--- config.mk ---
export PLATFORM = sky130hd
export DESIGN_NAME = tdf_history
export DESIGN_NICKNAME = d
export VERILOG_FILES = /design/src/tdf_pkg.sv /design/src/tdf_history.sv
export SDC_FILE = /design/constraint.sdc
export NUM_CORES = 1
export LEC_CHECK = 0
export BUFFER_PORTS_ARGS = -buffer_cell sky130_fd_sc_hd__buf_2
export CORE_ASPECT_RATIO = 0.5
export CORE_MARGIN = 2
export CORE_UTILIZATION = 48
export DETAILED_ROUTE_END_ITERATION = 7
export SLEW_MARGIN = 25
export SYNTH_ARGS = -nofsm -noshare
export SYNTH_HDL_FRONTEND = slang
export SYNTH_SLANG_ARGS = --single-unit
export TNS_END_PERCENT = 1
--- constraint.sdc ---
create_clock -name clk -period 3.9 [get_ports clk]
set_input_delay 0.39 -clock clk [delete_from_list [all_inputs] [get_ports clk]]
set_output_delay 0.39 -clock clk [all_outputs]
set_load 0.05 [all_outputs]
--- src/tdf_pkg.sv ---
// Package for the timestamp de-jitter filter: widths, fixed constants,
// codes, divider request and response types and saturation helpers.
// No dependencies; every other file of the block imports it.
package tdf_pkg;

	// Field and datapath widths.
	localparam int TIME_W    = 48;
	localparam int FRAC_W    = 16;
	localparam int WIDE_W    = 50;
	localparam int COUNT_W   = 6;
	localparam int SCALE_W   = 24;
	localparam int MUL_A_W   = TIME_W - FRAC_W;
	localparam int PROD_W    = MUL_A_W + SCALE_W;
	localparam int ACC_W     = PROD_W + 1;

	// Configuration port.
	localparam int PDATA_W     = 32;
	localparam int PADDR_W     = 3;
	localparam int REG_SEL_BIT = 2;
	localparam logic REG_TIME_SCALE     = 1'b0;
	localparam logic REG_FILTER_DISABLE = 1'b1;

	// Serial divider: four quotient bits per cycle.
	localparam int DIV_W             = 52;
	localparam int DIVISOR_W         = 5;
	localparam int DIV_BITS_PER_STEP = 4;
	localparam int DIV_STEPS         = DIV_W / DIV_BITS_PER_STEP;
	localparam int DIV_CNT_W         = 4;

	// Operation codes of an input beat.
	localparam logic OP_SAMPLE  = 1'b0;
	localparam logic OP_RESTART = 1'b1;

	// Which update an item takes.
	localparam logic [1:0] PATH_RESTART = 2'd0;
	localparam logic [1:0] PATH_SCALED  = 2'd1;
	localparam logic [1:0] PATH_HISTORY = 2'd2;

	// Fixed constants of the filter.
	localparam logic [SCALE_W-1:0]        UNITY_SCALE    = 24'h01_0000;
	localparam logic [TIME_W-1:0]         CLAMP_WINDOW   = 48'h0000_0010_0000;
	localparam logic signed [TIME_W-1:0]  FIRST_DELTA    = 48'sd1092239;
	localparam logic signed [COUNT_W-1:0] COUNT_RESET    = -6'sd2;
	localparam logic [DIVISOR_W-1:0]      SMOOTH_DIVISOR = 5'd10;
	localparam logic [WIDE_W:0]           SMOOTH_ROUND   = 51'd5;

	// Saturation limits.
	localparam logic [TIME_W-1:0]        S48_MAX   = 48'h7FFF_FFFF_FFFF;
	localparam logic [TIME_W-1:0]        S48_MIN   = 48'h8000_0000_0000;
	localparam logic signed [WIDE_W-1:0] S48_MAX_W = 50'sh0_7FFF_FFFF_FFFF;
	localparam logic signed [WIDE_W-1:0] S48_MIN_W = 50'sh3_8000_0000_0000;
	localparam logic signed [WIDE_W-1:0] U48_MAX_W = 50'sh0_FFFF_FFFF_FFFF;

	typedef struct packed {
		logic                 start;
		logic [DIV_W-1:0]     dividend;
		logic [DIVISOR_W-1:0] divisor;
	} div_req_t;

	typedef struct packed {
		logic             done;
		logic [DIV_W-1:0] quotient;
	} div_rsp_t;

	// Clamp a wide signed value to the signed 48-bit range.
	function automatic logic signed [TIME_W-1:0] sat_signed(input logic signed [WIDE_W-1:0] v);
		logic signed [TIME_W-1:0] r;
		if (v > S48_MAX_W) begin
			r = S48_MAX;
		end else if (v < S48_MIN_W) begin
			r = S48_MIN;
		end else begin
			r = v[TIME_W-1:0];
		end
		return r;
	endfunction

	// Clamp a wide signed value to the unsigned 48-bit range.
	function automatic logic [TIME_W-1:0] sat_unsigned(input logic signed [WIDE_W-1:0] v);
		logic [TIME_W-1:0] r;
		if (v < 0) begin
			r = '0;
		end else if (v > U48_MAX_W) begin
			r = '1;
		end else begin
			r = v[TIME_W-1:0];
		end
		return r;
	endfunction

endpackage

--- src/tdf_history.sv ---
// Ring memory of raw timestamps: one write port, one registered read port.
// Depends on tdf_pkg for the timestamp width.
module tdf_history import tdf_pkg::*; #(
	parameter int DEPTH = 32,
	localparam int AW = $clog2(DEPTH)
) (
	input  logic              clk,
	input  logic              we,
	input  logic [AW-1:0]     waddr,
	input  logic [TIME_W-1:0] wdata,
	input  logic [AW-1:0]     raddr,
	output logic [TIME_W-1:0] rdata
);

	logic [TIME_W-1:0] mem_q [DEPTH];

	// Write and registered read.
	always_ff @(posedge clk) begin
		if (we) begin
			mem_q[waddr] <= wdata;
		end
		rdata <= mem_q[raddr];
	end

endmodule

==> qor.yml <==
status: "finished clean"
gp_congestion: 0.762
cts_buffers: 141
cts_tree: "built"
holdPathStages: 1
final-hold-violation-count: 0
hold_class: "in2reg"
die_x_um: 507
cts_htree_levels: 4
drive_gt1_share_pct: 13.6
drtAntennaViolNets: 0
n_fill_cell: 9821
grt_pass1_vias: 31400
path_cells: "buf_2"
powerDensity_nw_per_um2: 513
grt_max_degree: 53
grt_pass1_wl_um: 216000
post-route-min-period_ps: 1930
setup_viol_count_final: 0
vdd_drop_max_mv: 0.488
clock_path_buffers: 3
pin_count: 108
leakagePower_nw: 23.9
path_depth: 1
reg2regPathDepth: 5
finalWirelength_um: 149000
final.setup_skew_ps: 20.6
critPathArrivalTime_ps: 1540
cp-end-kind: "output pin"
drt_iter0_markers: 2929
worst_slew_margin_rel_pct: 30.8
top_layer: "met4"
rr_startpoint: "mem_q[3][44]$_DFFE_PP_"
ys_ff_latch: 1584
nets: 3631
ff_latch_area_um2: 47100
wl_per_cell_um: 27.8
crit_buf_inv: 1
synth-compound-area-share_pct: 4.85
synth_top_family_by_area: "multiplexers"
synth_mux_area_share_pct: 12.7
rrSetupSlack_ps: 2280
cts_resized: 0
maxCapViolations: 0
viasPerCell: 5.85
multi_input_area_um2: 12700
ys_top_cells_by_area: "edfxtp_1, mux2i_1, a22oi_1"
max_freq_mhz: 518
critPathTopFamily: "flip-flops"
worst-endpoint-required_ps: 3510
clock_sinks: 1584
antenna_found_initial: 3
core_area_um2: 126000
wl_met3_um: 7650
postCtsSetupRepairBufs: 0
finalSetupTns_ps: 0
syn2layout_area_growth_pct: 13.1
critical_path.max_fanout: 1
port_buffers: 107
period_share_pct: 49.5
dr.pass1.iters: 5
hold_start: "wdata[31]"
critPathMaxStageDelay_ps: 470
synthXorXnorAreaFrac_pct: 0
startpoint: "rdata[28]$_DFF_P_"
grt.overflow.total: 0
wl_met2_um: 72100
dp_hpwl_um: 79000
die_y_um: 256
final_max_slew_viol_count: 0
yosysWarnings: 0
start_util_pct: 48.3
clk_transition_reported_paths_ps: 70
crit_end: "rdata[28]"
avgSynthCellArea_um2: 18.1
num_rows: 92
yosysTopAreaCellShare_pct: 76.0
yosys.area_share.simple_pct: 2.89
syn-num-nets: 3424
vias: 31500
cts_root_buf: "clkbuf_16"
dieArea_um2: 130000
mostFrequentLayoutCells: "edfxtp_1, mux2i_1, clkbuf_16"
synth.largest_area_cell: "edfxtp_1"
rr_endpoint: "rdata[44]$_DFF_P_"
wl_met1_um: 66700
cts_hold_buf: 0
crit_path_start_kind: "flip-flop"
seq_area_frac_synth_pct: 77.5
synth_fa_ha_area_share_pct: 0
grt_usage_pct: 22.9
rsz0062_at_grt: "false"
synthDistinctLibCells: 26
drc_errors: 0
netlist_area_um2: 60700
path_class: "reg2out"
slowest_stage: "dfxtp_1"
tightestPinTransition_ps: 1040
utilization_pct: 54.6
clkLatencyLatePin_ps: 770
syn_inst: 3364
final_common_cell: "edfxtp_1"
## sequential cells by signal, summed over array words and instances, names as in the netlist
register	cells
rdata	48
mem_q	1536
## routing by layer
metal,global-route usage [%],vias to the layer above
met5,0,-
met4,6.19,0
met3,2.88,187
met2,37.0,954
met1,32.9,16600
li1,-,13800
## worst min path at each step
stage                                         to  slack [ps]
after global routing      mem_q[1][29]$_DFFE_PP_         130
after detailed placement        rdata[1]$_DFF_P_         580
after floorplan            mem_q[0][0]$_DFFE_PP_         490
after CTS                 mem_q[6][31]$_DFFE_PP_          60
after global placement          rdata[3]$_DFF_P_         580
final                     mem_q[6][31]$_DFFE_PP_         110
## cells in the mapped netlist, drive strengths merged
cell       n
a22oi    144
nand2b     2
clkbuf    60
dfxtp     48
buf      131
a31oi     48
and2b      1
nand3    146
or3b       3
nand2    146
nand3b     5
mux2i    768
a21oi    144
or3        1
nor3      48
a22o      96
nor2      34
nor2b      1
and2       1
edfxtp  1536
or2        1
## power by group
group	internal (W)	switching (W)
clock network	0.00812	0.00610
logic	0.000607	0.00140
registers	0.0189	0.0000795
total	0.0276	0.00758
## kinds of logic (layout without fill, tap and decap cells)
| kind of cell | count (synthesis) | count (layout) |
|---|---|---|
| AOI/OAI and AO/OA | 432 | 432 |
| buffers and inverters | 191 | 516 |
| DFF | 1584 | 1584 |
| and+or+nand+nor | 389 | 389 |
| muxes | 768 | 768 |
| other | 0 | 1 |
## metrics by stage
stage	cell area [µm²]	total power (W)	hold slack, ps	std cells	worst slack (ps)
3_3_place_gp	64000	0.0214	577	5120	1200
6_report	68700	0.0352	114	5382	1970
5_1_grt	68700	0.0362	126	5382	1900
2_1_floorplan	60700	0.0206	489	3364	382
4_1_cts	68700	0.0355	61.4	5381	1910
3_5_place_dp	64000	0.0214	584	5120	1190
## cell type report
type	instances	share of cell area (%)
Clock inverter	67	0.982
Timing Repair Buffer	255	3.05
Clock buffer	194	5.87
Sequential cell	1584	68.6
Antenna cell	1	0.00364
Tap cell	1692	3.08
Multi-Input combinational cell	1589	18.5
No activity file was read; power rests on OpenSTA's default activity.
