**src/tdf_pkg.sv**
```systemverilog
// Package for the timestamp de-jitter filter: widths, fixed constants,
// codes, divider request and response types and saturation helpers.
// No dependencies; every other file of the block imports it.
package tdf_pkg;

	// Field and datapath widths.
	localparam int TIME_W    = 48;
	localparam int FRAC_W    = 16;
	localparam int WIDE_W    = 50;
	localparam int COUNT_W   = 6;
	localparam int SCALE_W   = 24;
	localparam int MUL_A_W   = TIME_W - FRAC_W;
	localparam int PROD_W    = MUL_A_W + SCALE_W;
	localparam int ACC_W     = PROD_W + 1;

	// Configuration port.
	localparam int PDATA_W     = 32;
	localparam int PADDR_W     = 3;
	localparam int REG_SEL_BIT = 2;
	localparam logic REG_TIME_SCALE     = 1'b0;
	localparam logic REG_FILTER_DISABLE = 1'b1;

	// Serial divider: four quotient bits per cycle.
	localparam int DIV_W             = 52;
	localparam int DIVISOR_W         = 5;
	localparam int DIV_BITS_PER_STEP = 4;
	localparam int DIV_STEPS         = DIV_W / DIV_BITS_PER_STEP;
	localparam int DIV_CNT_W         = 4;

	// Operation codes of an input beat.
	localparam logic OP_SAMPLE  = 1'b0;
	localparam logic OP_RESTART = 1'b1;

	// Which update an item takes.
	localparam logic [1:0] PATH_RESTART = 2'd0;
	localparam logic [1:0] PATH_SCALED  = 2'd1;
	localparam logic [1:0] PATH_HISTORY = 2'd2;

	// Fixed constants of the filter.
	localparam logic [SCALE_W-1:0]        UNITY_SCALE    = 24'h01_0000;
	localparam logic [TIME_W-1:0]         CLAMP_WINDOW   = 48'h0000_0010_0000;
	localparam logic signed [TIME_W-1:0]  FIRST_DELTA    = 48'sd1092239;
	localparam logic signed [COUNT_W-1:0] COUNT_RESET    = -6'sd2;
	localparam logic [DIVISOR_W-1:0]      SMOOTH_DIVISOR = 5'd10;
	localparam logic [WIDE_W:0]           SMOOTH_ROUND   = 51'd5;

	// Saturation limits.
	localparam logic [TIME_W-1:0]        S48_MAX   = 48'h7FFF_FFFF_FFFF;
	localparam logic [TIME_W-1:0]        S48_MIN   = 48'h8000_0000_0000;
	localparam logic signed [WIDE_W-1:0] S48_MAX_W = 50'sh0_7FFF_FFFF_FFFF;
	localparam logic signed [WIDE_W-1:0] S48_MIN_W = 50'sh3_8000_0000_0000;
	localparam logic signed [WIDE_W-1:0] U48_MAX_W = 50'sh0_FFFF_FFFF_FFFF;

	typedef struct packed {
		logic                 start;
		logic [DIV_W-1:0]     dividend;
		logic [DIVISOR_W-1:0] divisor;
	} div_req_t;

	typedef struct packed {
		logic             done;
		logic [DIV_W-1:0] quotient;
	} div_rsp_t;

	// Clamp a wide signed value to the signed 48-bit range.
	function automatic logic signed [TIME_W-1:0] sat_signed(input logic signed [WIDE_W-1:0] v);
		logic signed [TIME_W-1:0] r;
		if (v > S48_MAX_W) begin
			r = S48_MAX;
		end else if (v < S48_MIN_W) begin
			r = S48_MIN;
		end else begin
			r = v[TIME_W-1:0];
		end
		return r;
	endfunction

	// Clamp a wide signed value to the unsigned 48-bit range.
	function automatic logic [TIME_W-1:0] sat_unsigned(input logic signed [WIDE_W-1:0] v);
		logic [TIME_W-1:0] r;
		if (v < 0) begin
			r = '0;
		end else if (v > U48_MAX_W) begin
			r = '1;
		end else begin
			r = v[TIME_W-1:0];
		end
		return r;
	endfunction

endpackage

```
**src/tdf_divider.sv**
```systemverilog
// Shared restoring divider, four quotient bits per cycle, for the mean
// period and the smoothing step. Depends on tdf_pkg.
module tdf_divider import tdf_pkg::*; (
	input  logic     clk,
	input  logic     arst_n,
	input  div_req_t req,
	output div_rsp_t rsp
);

	logic [DIV_W-1:0]     quo_q;
	logic [DIVISOR_W-1:0] rem_q;
	logic [DIVISOR_W-1:0] dsr_q;
	logic [DIV_CNT_W-1:0] step_q;
	logic                 busy_q;
	logic                 done_q;
	logic [DIV_W-1:0]     quo_nx;
	logic [DIVISOR_W-1:0] rem_nx;

	// Four dependent restoring steps on the narrow remainder.
	always_comb begin
		logic [DIVISOR_W:0] trial;
		rem_nx = rem_q;
		quo_nx = quo_q;
		for (int i = 0; i < DIV_BITS_PER_STEP; i++) begin
			trial  = {rem_nx, quo_nx[DIV_W-1]};
			quo_nx = {quo_nx[DIV_W-2:0], 1'b0};
			if (trial >= {1'b0, dsr_q}) begin
				trial     = trial - {1'b0, dsr_q};
				quo_nx[0] = 1'b1;
			end
			rem_nx = trial[DIVISOR_W-1:0];
		end
	end

	// Step counter and completion pulse.
	always_ff @(posedge clk or negedge arst_n) begin
		if (!arst_n) begin
			busy_q <= 1'b0;
			done_q <= 1'b0;
			step_q <= '0;
		end else begin
			done_q <= 1'b0;
			if (req.start) begin
				busy_q <= 1'b1;
				step_q <= '0;
			end else if (busy_q) begin
				if (step_q == DIV_CNT_W'(DIV_STEPS - 1)) begin
					busy_q <= 1'b0;
					done_q <= 1'b1;
				end else begin
					step_q <= step_q + DIV_CNT_W'(1);
				end
			end
		end
	end

	// Dividend shifts into the quotient, remainder beside it.
	always_ff @(posedge clk) begin
		if (req.start) begin
			quo_q <= req.dividend;
			rem_q <= '0;
			dsr_q <= req.divisor;
		end else if (busy_q) begin
			quo_q <= quo_nx;
			rem_q <= rem_nx;
		end
	end

	assign rsp.done     = done_q;
	assign rsp.quotient = quo_q;

endmodule

```
**config.mk**
```make
export PLATFORM = sky130hd
export DESIGN_NAME = tdf_divider
export DESIGN_NICKNAME = d
export VERILOG_FILES = /design/src/tdf_pkg.sv /design/src/tdf_divider.sv
export SDC_FILE = /design/constraint.sdc
export NUM_CORES = 1
export LEC_CHECK = 0
export BUFFER_PORTS_ARGS = -buffer_cell sky130_fd_sc_hd__buf_2
export CORE_MARGIN = 4
export CORE_UTILIZATION = 52
export DETAILED_ROUTE_END_ITERATION = 8
export GPL_TIMING_DRIVEN = 0
export PLACE_DENSITY_LB_ADDON = 0.05
export SYNTH_ARGS = -nofsm -noshare
export SYNTH_HDL_FRONTEND = slang
export SYNTH_SLANG_ARGS = --single-unit
```
**constraint.sdc**
```tcl
create_clock -name clk -period 9.5 [get_ports clk]
set_input_delay 0.475 -clock clk [delete_from_list [all_inputs] [get_ports clk]]
set_output_delay 0.475 -clock clk [all_outputs]
set_load 0.005 [all_outputs]
```
==> results.cfg <==
[setup_path]
setup.worst_path.end_class = flop
critPathRequiredTime_ns = 9.74
cp_slowest_cell = mux2i_2
cp-startpoint = dsr_q[1]
path_class = flop to flop
worst_path_most_repeated_cell = a21o_1
slowest_delay_ns = 0.54
r2r_start = dsr_q[1]
arrival_ns = 8.54
crit_path_start_kind = flop
worstPathMaxFanout = 9

[routing]
drtAntennaViolNets = 0
drc = 0
first_pass_iters = 4
vias = 2647
initialDrtViolationCount = 81
avgRoutedWirePerCell_um = 16.3
drt-total-wl_um = 8300
via_per_inst = 5.20

[die]
num_rows = 30
core-area_um2 = 6980
start_util_pct = 54.8
ios = 113
dieHeight_um = 93.8
die_x_um = 93.8
die_area_um2 = 8790

[timing]
period_minus_slack_ns = 8.30
rsz0062_at_grt = false
hold_viol = 0
setup_ws_ns = 1.20
fin_skew_ns = 0.0116
finalSetupTns_ns = 0
fin_crit_sh_pct = 87.3
fmax_mhz = 121
slew_viol_final = 0
setup_viol_count_final = 0
tightest_slew_ns = 1.19
slew_headroom_pct = 20.3
hold_ws_ns = 0.301

[placed_design]
pre_cts_slack_ns = 1.31
io_buffers = 112
place_area_um2 = 4500
dpl.hpwl_um = 6300
place_congestion = 0.844

[synthesis]
synth_edf_count = 57
netlist_instances = 284
synthFlopType = edfxtp_1
synth.net_count = 370
ys_async_sr_fraction_pct = 8.82
ys_seq_elements = 68
synth.distinct_cells = 42
syn_area_um2 = 3820
yosysWarnings = 0
synth-seq-area-share_pct = 51.3
synth_area_per_cell_um2 = 13.5

[hold_path]
hold_path.class = input port to flop
hp-start = req[2]

[power_and_ir_drop]
p_comb_share_pct = 66.7
seq_power_share_pct = 21.4
power_density_nw_per_um2 = 423
leakage_nw = 2.10
switching_share_pct = 42.0
clockPowerShare_pct = 11.9
peakVddDrop_mv = 0.443
p_sw_mw = 0.837
p_int_mw = 1.15

[finish]
antenna_cells = 0
drive_above_1_share_pct = 47.0
design_area_um2 = 4710
final_nets = 494
final-seq-area_um2 = 1960
multi_input_area_um2 = 1740
syn_to_final_growth_pct = 23.1
nFillCells = 548

[clocking]
ctsHoldBuffers = 1
numCtsBuffers = 9
root_buffer = clkbuf_8
cts_resized = 0
insertion_delay_ns = 0.34
clockBufferDepth = 2
htree_num_levels = 3
cts_tree = done
cts.clk_slew.worst_paths_ns = 0.08
clkSinkCount = 68
postCtsSetupBuffers = 0

[flow_run]
cap_violations = 0

[run_status]
status = finished clean

[grt]
grt-ovfl-total = 0
grt_max_degree = 53
antenna_found_initial = 0
grt_pass1_wl_um = 13600
grt_pass1_vias = 2886
track_usage_pct = 20.1
[synth_stat cells (2+ instances only)]
| cell type | count | area (um^2) |
|---|---|---|
| a211oi_1 | 3 | 22.5 |
| fa_1 | 4 | 80.1 |
| a21o_1 | 8 | 60.1 |
| o21ai_0 | 3 | 15.0 |
| xor2_1 | 6 | 52.6 |
| mux2_2 | 57 | 642 |
| nor3b_1 | 2 | 15.0 |
| dfxtp_1 | 5 | 100 |
| xnor2_1 | 8 | 70.1 |
| nor4b_1 | 2 | 17.5 |
| or3_1 | 3 | 18.8 |
| dfrtp_1 | 6 | 150 |
| a41o_1 | 2 | 20.0 |
| o22a_1 | 2 | 17.5 |
| inv_1 | 19 | 71.3 |
| mux2i_1 | 7 | 70.1 |
| nor2_1 | 11 | 41.3 |
| a21oi_1 | 10 | 50.1 |
| edfxtp_1 | 57 | 1710 |
| clkbuf_1 | 7 | 26.3 |
| nand2_1 | 9 | 33.8 |
| or2_2 | 2 | 12.5 |
| nand2b_1 | 6 | 37.5 |
| nand3_1 | 6 | 30.0 |
| ha_1 | 22 | 275 |
[critical path: cells and delay by family (launching register included)]
kind                       cells  cell delay [ns]
buffers and inverters          2             0.37
AOI/OAI and AO/OA             15             3.33
DFF                            1             0.46
adders and majority gates      4             1.61
and+or+nand+nor                2             0.50
muxes                          5             1.91
[layer usage]
layer / GRT usage [%] / vias up / part of all wire, %
met3: 6.17 / 9 / 8.0
met5: 0 / - / 0
met2: 34.5 / 91 / 48
met4: 7.10 / 0 / 1.3
li1: - / 1306 / -
met1: 23.8 / 1241 / 43
[layout make-up]
| type | instances | share of cell area [%] |
|---|---|---|
| Timing Repair Buffer | 113 | 12.1 |
| Inverter | 19 | 1.52 |
| Multi-Input combinational cell | 187 | 37.0 |
| Tap cell | 96 | 2.55 |
| Buffer | 10 | 1.04 |
| Clock buffer | 10 | 2.71 |
| Sequential cell | 68 | 41.7 |
| Clock inverter | 6 | 1.36 |
[registers in the layout, indices dropped and copies added, names as in the netlist]
register,flops
quo_q,52
step_q,4
rem_q,5
done_q,1
busy_q,1
dsr_q,5
[layout by cell type, fill, tap and decap left out, drive strengths merged, types with 8 or more instances in the layout]
| cell type | n |
|---|---|
| ha | 22 |
| mux2i | 8 |
| a21oi | 12 |
| mux2 | 57 |
| clkbuf | 17 |
| nand2 | 9 |
| edfxtp | 57 |
| a21o | 8 |
| buf | 115 |
| nor2 | 11 |
| xnor2 | 8 |
| inv | 20 |
[stage by stage]
stage,power (mW),util [%],std cells
floorplan,1.48,-,284
global placement,1.72,64.5,492
detailed placement,1.75,64.5,492
CTS,1.99,67.4,509
global route,2.17,67.4,509
finish,1.99,67.4,509
[power groups by stage]
stage | clock network, mW | logic [mW] | registers (mW)
finish | 0.236 | 1.33 | 0.427
global route | 0.255 | 1.48 | 0.434
CTS | 0.241 | 1.33 | 0.428
detailed placement | 0 | 1.32 | 0.433
global placement | 0 | 1.29 | 0.431
floorplan | 0 | 1.05 | 0.430
[kinds of logic (layout without fill, tap and decap cells)]
family | count (synthesis) | after routing | share of synthesized area, %
adders and majority gates | 26 | 26 | 9.29
and+or+nand+nor | 43 | 43 | 5.73
xor gates and xnor gates | 14 | 14 | 3.21
DFF | 68 | 68 | 51.3
muxes | 65 | 65 | 19.0
buffers and inverters | 29 | 158 | 3.14
AOI/OAI and AO/OA | 39 | 39 | 8.34
[path summary, 6_finish.rpt]
path	to	slack (ns)	cells past startpoint
min in group asynchronous	step_q[3]	0.49	2
max in group asynchronous	done_q	8.87	2
setup / recovery	rem_q[4]	1.20	28
hold / removal	dsr_q[2]	0.30	1
hold reg to reg	rem_q[3]	0.52	2
setup reg to reg	rem_q[4]	1.20	28
No activity file was read; power rests on OpenSTA's default activity.
